<file path="config.mk">
export PLATFORM = sky130hd
export DESIGN_NAME = wheel_command_frame_encoder
export DESIGN_NICKNAME = d
export VERILOG_FILES = /design/src/hw/rtl/wcfe_pkg.sv /design/src/hw/rtl/wcfe_encode.sv /design/src/hw/rtl/wcfe_serializer.sv /design/src/hw/rtl/wheel_command_frame_encoder.sv
export SDC_FILE = /design/constraint.sdc
export NUM_CORES = 1
export LEC_CHECK = 0
export ABC_AREA = 1
export BUFFER_PORTS_ARGS = -buffer_cell sky130_fd_sc_hd__buf_2
export CAP_MARGIN = 20
export CORE_MARGIN = 1
export CORE_UTILIZATION = 55
export DETAILED_ROUTE_END_ITERATION = 8
export MAX_ROUTING_LAYER = met4
export PLACE_DENSITY = 0.75
export SYNTH_ARGS = -nofsm -noshare
export SYNTH_HDL_FRONTEND = slang
export SYNTH_HIERARCHICAL = 1
export SYNTH_SLANG_ARGS = --single-unit
</file>
<file path="constraint.sdc">
create_clock -name clk -period 10.3 [get_ports clk]
set_input_delay 1.545 -clock clk [delete_from_list [all_inputs] [get_ports clk]]
set_output_delay 1.545 -clock clk [all_outputs]
set_load 0.02 [all_outputs]
</file>
<file path="src/hw/rtl/wcfe_pkg.sv">
`default_nettype none

package wcfe_pkg;

  // frame layout
  localparam int FRAME_LEN = 21;
  localparam int SUM_LEN   = 17;
  localparam int CNT_W     = $clog2(FRAME_LEN + 1);

  // frame byte codes
  localparam logic [7:0] BYTE_START   = 8'h01;
  localparam logic [7:0] BYTE_BASE    = 8'h30;
  localparam logic [7:0] BYTE_PRESS   = 8'h3A;
  localparam logic [7:0] BYTE_CR      = 8'h0d;
  localparam logic [7:0] BYTE_LF      = 8'h0a;
  localparam logic [7:0] NIB_HI_MASK  = 8'hf0;
  localparam logic [7:0] NIB_LO_MASK  = 8'h0f;

  // robot layouts
  localparam logic KIND_FOUR_WHEEL  = 1'b0;
  localparam logic KIND_THREE_WHEEL = 1'b1;

  typedef logic signed [8:0] speed_t;
  typedef logic [FRAME_LEN-1:0][7:0] frame_t;

  // serializer status toward the input side
  typedef struct packed {
    logic load;
    logic ready;
  } ser_ctl_t;

endpackage

`default_nettype wire

</file>
<file path="src/hw/rtl/wcfe_encode.sv">
`default_nettype none

module wcfe_encode (
  input  wire logic             robot_kind,
  input  wire wcfe_pkg::speed_t speed_wheel_a,
  input  wire wcfe_pkg::speed_t speed_wheel_b,
  input  wire wcfe_pkg::speed_t speed_wheel_c,
  input  wire wcfe_pkg::speed_t speed_wheel_d,
  output wcfe_pkg::frame_t      frame
);

  // three bytes of one wheel slot, first byte at index 0
  function automatic logic [2:0][7:0] wheel_bytes(input wcfe_pkg::speed_t s);
    logic            en;
    logic            dir;
    logic [8:0]      neg;
    logic [7:0]      mag;
    logic [2:0][7:0] b;
    en   = (s != '0);
    dir  = s[8];
    neg  = 9'(~s + 9'sd1);
    mag  = dir ? neg[7:0] : s[7:0];
    b[0] = wcfe_pkg::BYTE_BASE | {6'b0, dir, en};
    b[1] = wcfe_pkg::BYTE_BASE | ((mag & wcfe_pkg::NIB_HI_MASK) >> 4);
    b[2] = wcfe_pkg::BYTE_BASE | (mag & wcfe_pkg::NIB_LO_MASK);
    return b;
  endfunction

  logic [2:0][7:0] slot1, slot2, slot3, slot4;
  logic [7:0]      sum;

  // slot order follows the robot layout
  always_comb begin
    if (robot_kind == wcfe_pkg::KIND_THREE_WHEEL) begin
      slot1 = {wcfe_pkg::BYTE_BASE, wcfe_pkg::BYTE_BASE, wcfe_pkg::BYTE_BASE};
      slot2 = wheel_bytes(speed_wheel_a);
      slot3 = wheel_bytes(speed_wheel_c);
      slot4 = wheel_bytes(speed_wheel_b);
    end else begin
      slot1 = wheel_bytes(speed_wheel_a);
      slot2 = wheel_bytes(speed_wheel_b);
      slot3 = wheel_bytes(speed_wheel_d);
      slot4 = wheel_bytes(speed_wheel_c);
    end
  end

  // frame assembly and checksum
  always_comb begin
    frame = '0;
    frame[0] = wcfe_pkg::BYTE_START;
    for (int i = 0; i < 3; i++) begin
      frame[1 + i]  = slot1[i];
      frame[4 + i]  = slot2[i];
      frame[7 + i]  = slot3[i];
      frame[10 + i] = slot4[i];
    end
    frame[13] = wcfe_pkg::BYTE_BASE;
    frame[14] = (robot_kind == wcfe_pkg::KIND_THREE_WHEEL) ?
                wcfe_pkg::BYTE_PRESS : wcfe_pkg::BYTE_BASE;
    frame[15] = wcfe_pkg::BYTE_BASE;
    frame[16] = wcfe_pkg::BYTE_BASE;
    sum = '0;
    for (int i = 0; i < wcfe_pkg::SUM_LEN; i++) begin
      sum = sum ^ frame[i];
    end
    frame[17] = wcfe_pkg::BYTE_BASE | ((sum & wcfe_pkg::NIB_HI_MASK) >> 4);
    frame[18] = wcfe_pkg::BYTE_BASE | (sum & wcfe_pkg::NIB_LO_MASK);
    frame[19] = wcfe_pkg::BYTE_CR;
    frame[20] = wcfe_pkg::BYTE_LF;
  end

endmodule

`default_nettype wire

</file>
<file path="src/hw/rtl/wcfe_serializer.sv">
`default_nettype none

module wcfe_serializer (
  input  wire logic              clk,
  input  wire logic              rst_n,
  input  wire logic              frame_valid,
  input  wire wcfe_pkg::frame_t  frame,
  output wcfe_pkg::ser_ctl_t     ctl,
  output logic                   out_valid,
  input  wire logic              out_stall,
  output logic [7:0]             out_frame_byte,
  output logic                   out_frame_last
);

  wcfe_pkg::frame_t                frame_r, frame_nxt;
  logic [wcfe_pkg::CNT_W-1:0]      cnt_r, cnt_nxt;
  logic                            take;

  // a beat leaves when valid and not stalled
  assign take = (cnt_r != '0) && !out_stall;

  // free for a new frame when empty or when the last beat leaves now
  assign ctl.ready = (cnt_r == '0) ||
                     ((cnt_r == wcfe_pkg::CNT_W'(1)) && take);
  assign ctl.load  = ctl.ready && frame_valid;

  // shift out one byte per accepted beat, reload back to back
  always_comb begin
    frame_nxt = frame_r;
    cnt_nxt   = cnt_r;
    if (ctl.load) begin
      frame_nxt = frame;
      cnt_nxt   = wcfe_pkg::CNT_W'(wcfe_pkg::FRAME_LEN);
    end else if (take) begin
      frame_nxt = frame_r >> 8;
      cnt_nxt   = cnt_r - wcfe_pkg::CNT_W'(1);
    end
  end

  always_ff @(posedge clk) begin
    frame_r <= frame_nxt;
    if (!rst_n) begin
      cnt_r <= '0;
    end else begin
      cnt_r <= cnt_nxt;
    end
  end

  assign out_valid      = (cnt_r != '0);
  assign out_frame_byte = frame_r[0];
  assign out_frame_last = (cnt_r == wcfe_pkg::CNT_W'(1));

endmodule

`default_nettype wire

</file>
<file path="src/hw/rtl/wheel_command_frame_encoder.sv">
`default_nettype none

// channel  | direction | handshake            | payload
// ---------+-----------+----------------------+-------------------------------------
// in_      | input     | in_valid / in_stall  | in_speed_wheel_a..d, 9 bit signed
// out_     | output    | out_valid/out_stall  | out_frame_byte 8 bit, out_frame_last
// cfg_     | input     | cfg_we               | cfg_robot_kind, 1 bit
//
// 21 output beats per speed set, one per cycle while out_stall is low, so the byte
// serializer sets the rate; the held beat loads as the last byte of the
// previous frame leaves, so frames follow with no gap
// from idle, an accepted set passes the hold register, then the serializer, to out_
// reset clears all valids and sets robot_kind to four-wheel layout
// out_stall freezes the byte shown; in_stall rises once a beat waits held

module wheel_command_frame_encoder (
  input  wire logic                clk,
  input  wire logic                rst_n,
  input  wire logic                cfg_we,
  input  wire logic                cfg_robot_kind,
  input  wire logic                in_valid,
  output logic                     in_stall,
  input  wire wcfe_pkg::speed_t    in_speed_wheel_a,
  input  wire wcfe_pkg::speed_t    in_speed_wheel_b,
  input  wire wcfe_pkg::speed_t    in_speed_wheel_c,
  input  wire wcfe_pkg::speed_t    in_speed_wheel_d,
  output logic                     out_valid,
  input  wire logic                out_stall,
  output logic [7:0]               out_frame_byte,
  output logic                     out_frame_last
);

  logic               robot_kind_r;
  logic               hold_valid_r, hold_valid_nxt;
  wcfe_pkg::speed_t   spd_a_r, spd_b_r, spd_c_r, spd_d_r;
  wcfe_pkg::frame_t   frame;
  wcfe_pkg::ser_ctl_t ser_ctl;
  logic               in_take;

  // input register accepts when empty or being drained this cycle
  assign in_stall = hold_valid_r && !ser_ctl.load;
  assign in_take  = in_valid && !in_stall;

  always_comb begin
    hold_valid_nxt = hold_valid_r;
    if (in_take) begin
      hold_valid_nxt = 1'b1;
    end else if (ser_ctl.load) begin
      hold_valid_nxt = 1'b0;
    end
  end

  always_ff @(posedge clk) begin
    if (in_take) begin
      spd_a_r <= in_speed_wheel_a;
      spd_b_r <= in_speed_wheel_b;
      spd_c_r <= in_speed_wheel_c;
      spd_d_r <= in_speed_wheel_d;
    end
    if (!rst_n) begin
      hold_valid_r <= 1'b0;
      robot_kind_r <= wcfe_pkg::KIND_FOUR_WHEEL;
    end else begin
      hold_valid_r <= hold_valid_nxt;
      if (cfg_we) begin
        robot_kind_r <= cfg_robot_kind;
      end
    end
  end

  // frame encode
  wcfe_encode u_encode (
    .robot_kind    (robot_kind_r),
    .speed_wheel_a (spd_a_r),
    .speed_wheel_b (spd_b_r),
    .speed_wheel_c (spd_c_r),
    .speed_wheel_d (spd_d_r),
    .frame         (frame)
  );

  // byte serializer
  wcfe_serializer u_serializer (
    .clk            (clk),
    .rst_n          (rst_n),
    .frame_valid    (hold_valid_r),
    .frame          (frame),
    .ctl            (ser_ctl),
    .out_valid      (out_valid),
    .out_stall      (out_stall),
    .out_frame_byte (out_frame_byte),
    .out_frame_last (out_frame_last)
  );

endmodule

`default_nettype wire
</file>
==> impl_metrics.py <==
metrics = {
    "setup_path": {
        "cpLargestDelayFamily": "buffers and inverters",
        "critical-path-slowest-cell": "sky130_fd_sc_hd__inv_4",
        "setup.reg_to_reg.worst_slack_ns": 6.83,
        "ff2ff_path_depth": 12,
        "critPathLaunchType": "primary input",
        "cp.buffers_inverters": 6,
        "worst_path_largest_cell_delay_ns": 0.54,
        "crit_type": "in2out",
        "critical_path_arrival_ns": 3.22,
        "critical_path.reg2reg.endpoint": "u_serializer/frame_r[57]$_DFFE_PP_",
        "reg2reg_from": "u_serializer/cnt_r[0]$_SDFFE_PN0P_",
        "crit_startpoint": "out_stall",
        "critical_path_required_ns": 8.76,
        "critical_path_peak_fanout": 55,
        "path_depth": 10,
        "critPathCaptureType": "output pin",
        "timing.critical_path.cells": "buf_2 -> inv_1 -> nand3_1 -> nand2_2 -> nand2_4 -> inv_4 -> inv_1 -> nand2_2 -> inv_2 -> buf_2",
        "crit_end": "in_stall",
    },
    "sta": {
        "totalNegativeSetupSlack_ns": 0,
        "finalClockSkew_ns": 0.0223,
        "final-setup-viol-count": 0,
        "least_margin_pin_slew_ns": 1.02,
        "fmaxAchievable_ghz": 0.210,
        "fin_crit_ns": 4.77,
        "maxSlewViolCount": 0,
        "max_slew_margin_pct": 32.0,
        "hold_violation_total_from_the_final_report": 0,
        "grt_setup_unrepaired": "no",
        "min_period_over_period_pct": 46.3,
    },
    "route": {
        "drt-total-wl_microns": 21200,
        "antenna_viol_nets_final": 0,
        "drt_iter0_markers": 487,
        "vias_per_cell": 4.77,
        "average_routed_wire_per_standard_cell_microns": 12.4,
        "drt_drc_violations_left": 0,
        "first_pass_iters": 5,
        "vias": 8164,
    },
    "global_routing": {
        "antenna_found_initial": 0,
        "total_congestion_overflow_after_global_routing": 0,
        "global_route.usage.total_pct": 20.6,
        "number_of_global_route_vias_before_repair": 7615,
        "grt_pass1_wl_microns": 35500,
        "grt_max_degree": 71,
    },
    "synthesis": {
        "netlist_top_cells_count": "sky130_fd_sc_hd__nand2_1, sky130_fd_sc_hd__edfxtp_1, sky130_fd_sc_hd__buf_4, sky130_fd_sc_hd__inv_1, sky130_fd_sc_hd__nand3_1",
        "ys_ff_latch": 211,
        "synth-async-reset-ratio_pct": 0,
        "synth.top_cells.by_area": "sky130_fd_sc_hd__edfxtp_1, sky130_fd_sc_hd__nand2_1, sky130_fd_sc_hd__buf_4",
        "synth.yosys.warnings": 6,
        "synth.largest_area_cell": "sky130_fd_sc_hd__edfxtp_1",
        "yosys.cell_types.count": 31,
        "yosysSeqAreaShare_pct": 53.4,
        "synth_instances": 1397,
        "yosys_most_used_dff": "sky130_fd_sc_hd__edfxtp_1",
        "mappedNetlistArea_sq_um": 11700,
        "synth_edf_count": 204,
        "yosysTopAreaCellShare_pct": 52.2,
        "yosys.cell_count.top_type": "sky130_fd_sc_hd__nand2_1",
        "synth_area_per_cell_sq_um": 8.41,
    },
    "clocking": {
        "htreeDepth": 1,
        "clock-sinks": 211,
        "cts_inserted_buffers": 23,
        "tritoncts": "yes",
        "cts_hold_buffers": 0,
        "clk_path_buf_depth": 3,
        "cts_post_setup_buffers_inserted": 0,
        "clk_pin_slew_worst_paths_ns": 0.05,
        "post_cts_resized": 0,
        "clock_insertion_delay_worst_skew_ns": 0.51,
        "ctsRootBufferMaster": "sky130_fd_sc_hd__clkbuf_16",
    },
    "floorplanning": {
        "i_o_pin_count": 53,
        "width_of_the_chip_microns": 148,
        "floorplan.die_area_sq_um": 21900,
        "floorplan.die.height_microns": 148,
        "floorplan.initialDensity_pct": 56.0,
        "floorplan.rows": 53,
        "core_area_sq_um": 21000,
    },
    "min_path": {
        "hp-class": "reg2reg",
    },
    "finish": {
        "finish.net_count": 1468,
        "n_antenna_cell": 0,
        "drive_above_1_share_pct": 9.20,
        "fin_area_sq_um": 12300,
        "layout-area-overhead-vs-synth_pct": 5.01,
    },
    "pwr": {
        "total_leakage_power_nw": 5.99,
        "vdd_ir_drop_max_uv": 232,
        "post-layout-total-power_w": 0.00371,
        "power_density_nw_per_um2": 301,
    },
    "placement": {
        "placed_cell_area_sq_um": 11600,
        "gp_routability_congestion": 0.889,
        "hpwl_microns": 13800,
        "numPortBuffers": 52,
    },
    "outcome": {
        "run_status": "finished clean",
    },
    "job": {
        "drv_cap": 0,
    },
}
-- kinds of logic after synthesis --
| logic type | share of synthesized area [%] |
|---|---|
| other | 0.0639 |
| AND/OR/NAND/NOR | 29.2 |
| buffers and inverters | 14.5 |
| XOR/XNOR | 0.298 |
| adder cells (fa/ha/maj) | 0.746 |
| flip-flops | 53.4 |
| AO/OA/AOI/OAI | 1.80 |
-- registers in the layout, indices dropped and copies added, names as in the netlist --
| register | count |
|---|---|
| hold_valid_r | 1 |
| robot_kind_r | 1 |
| spd_a_r | 9 |
| spd_b_r | 9 |
| spd_c_r | 9 |
| spd_d_r | 9 |
| u_serializer/cnt_r | 5 |
| u_serializer/frame_r | 160 |
| u_serializer/out_frame_byte | 8 |
-- placed cells by master (no fill, tap or decap), types with 5 or more instances in the layout --
cell	count
sky130_fd_sc_hd__nand2_1	690
sky130_fd_sc_hd__edfxtp_1	204
sky130_fd_sc_hd__conb_1	122
sky130_fd_sc_hd__inv_1	96
sky130_fd_sc_hd__nand3_1	84
sky130_fd_sc_hd__buf_2	52
sky130_fd_sc_hd__nor2_1	37
sky130_fd_sc_hd__clkbuf_16	23
sky130_fd_sc_hd__nand2_2	13
sky130_fd_sc_hd__o21ai_0	11
sky130_fd_sc_hd__o21ai_1	11
sky130_fd_sc_hd__nand4_1	11
sky130_fd_sc_hd__buf_4	7
sky130_fd_sc_hd__ha_1	7
sky130_fd_sc_hd__dfxtp_1	6
sky130_fd_sc_hd__o21ai_2	6
sky130_fd_sc_hd__inv_2	5
sky130_fd_sc_hd__a21oi_1	5
sky130_fd_sc_hd__clkbuf_1	5
-- worst min-delay path by stage --
stage | depth (start not counted) | from | slack, ns | to
2_1_floorplan | 2 | u_serializer/cnt_r[1]$_SDFFE_PP0P_ | 0.46 | u_serializer/cnt_r[1]$_SDFFE_PP0P_
3_3_place_gp | 2 | u_serializer/cnt_r[1]$_SDFFE_PP0P_ | 0.48 | u_serializer/cnt_r[1]$_SDFFE_PP0P_
3_5_place_dp | 2 | u_serializer/cnt_r[1]$_SDFFE_PP0P_ | 0.48 | u_serializer/cnt_r[1]$_SDFFE_PP0P_
4_1_cts | 2 | u_serializer/cnt_r[1]$_SDFFE_PP0P_ | 0.49 | u_serializer/cnt_r[1]$_SDFFE_PP0P_
5_1_grt | 2 | u_serializer/cnt_r[1]$_SDFFE_PP0P_ | 0.49 | u_serializer/cnt_r[1]$_SDFFE_PP0P_
6_report | 2 | u_serializer/cnt_r[1]$_SDFFE_PP0P_ | 0.48 | u_serializer/cnt_r[1]$_SDFFE_PP0P_
-- report_power, final --
group | switching [W] | total [W] | internal, W
Clock | 0.000327 | 0.000840 | 0.000513
Combinational | 0.000827 | 0.00116 | 0.000329
Sequential | 0.000120 | 0.00171 | 0.00159
Total | 0.00127 | 0.00371 | 0.00243
-- worst register-to-register path: stages, from the launching register on --
cell and delay (ns):
sky130_fd_sc_hd__dfxtp_1 0.32, sky130_fd_sc_hd__inv_1 0.14, sky130_fd_sc_hd__ha_1 0.19, sky130_fd_sc_hd__inv_1 0.04, sky130_fd_sc_hd__nor2_1 0.12, sky130_fd_sc_hd__nand2_2 0.10, sky130_fd_sc_hd__nand2_2 0.10, sky130_fd_sc_hd__nand2_4 0.31
sky130_fd_sc_hd__inv_4 0.56, sky130_fd_sc_hd__buf_4 0.57, sky130_fd_sc_hd__buf_4 0.57, sky130_fd_sc_hd__nand2_1 0.18, sky130_fd_sc_hd__nand2_1 0.12
-- per-stage QoR --
stage | setup WS, ns | instances | utilization, % | hold WS, ns
global route | 5.38 | 1710 | 58.8 | 0.490
finish | 5.53 | 1710 | 58.8 | 0.484
floorplan | 3.98 | 1517 | - | 0.455
global placement | 5.51 | 1669 | 55.2 | 0.476
CTS | 5.52 | 1710 | 58.8 | 0.486
detailed placement | 5.51 | 1669 | 55.2 | 0.478
-- area by class of cell --
type                       instances  area, sq um
clock buffer                      28          594
clock inverter                    13          174
fill                            1843         8620
inverter                         103          392
multi-input combinational       1021         4250
sequential                       211         6270
tap                              275          344
timing repair buffer              59          313
-- per-layer routing --
layer  vias to the layer above  GRT usage, %  wire, microns
met4                         0          7.68            770
met5                         -             -              0
met1                      3687          27.1           9400
met2                       194          33.0          10100
li1                       4232             -              -
met3                        51          2.48            930
No activity file was read; power rests on OpenSTA's default activity.
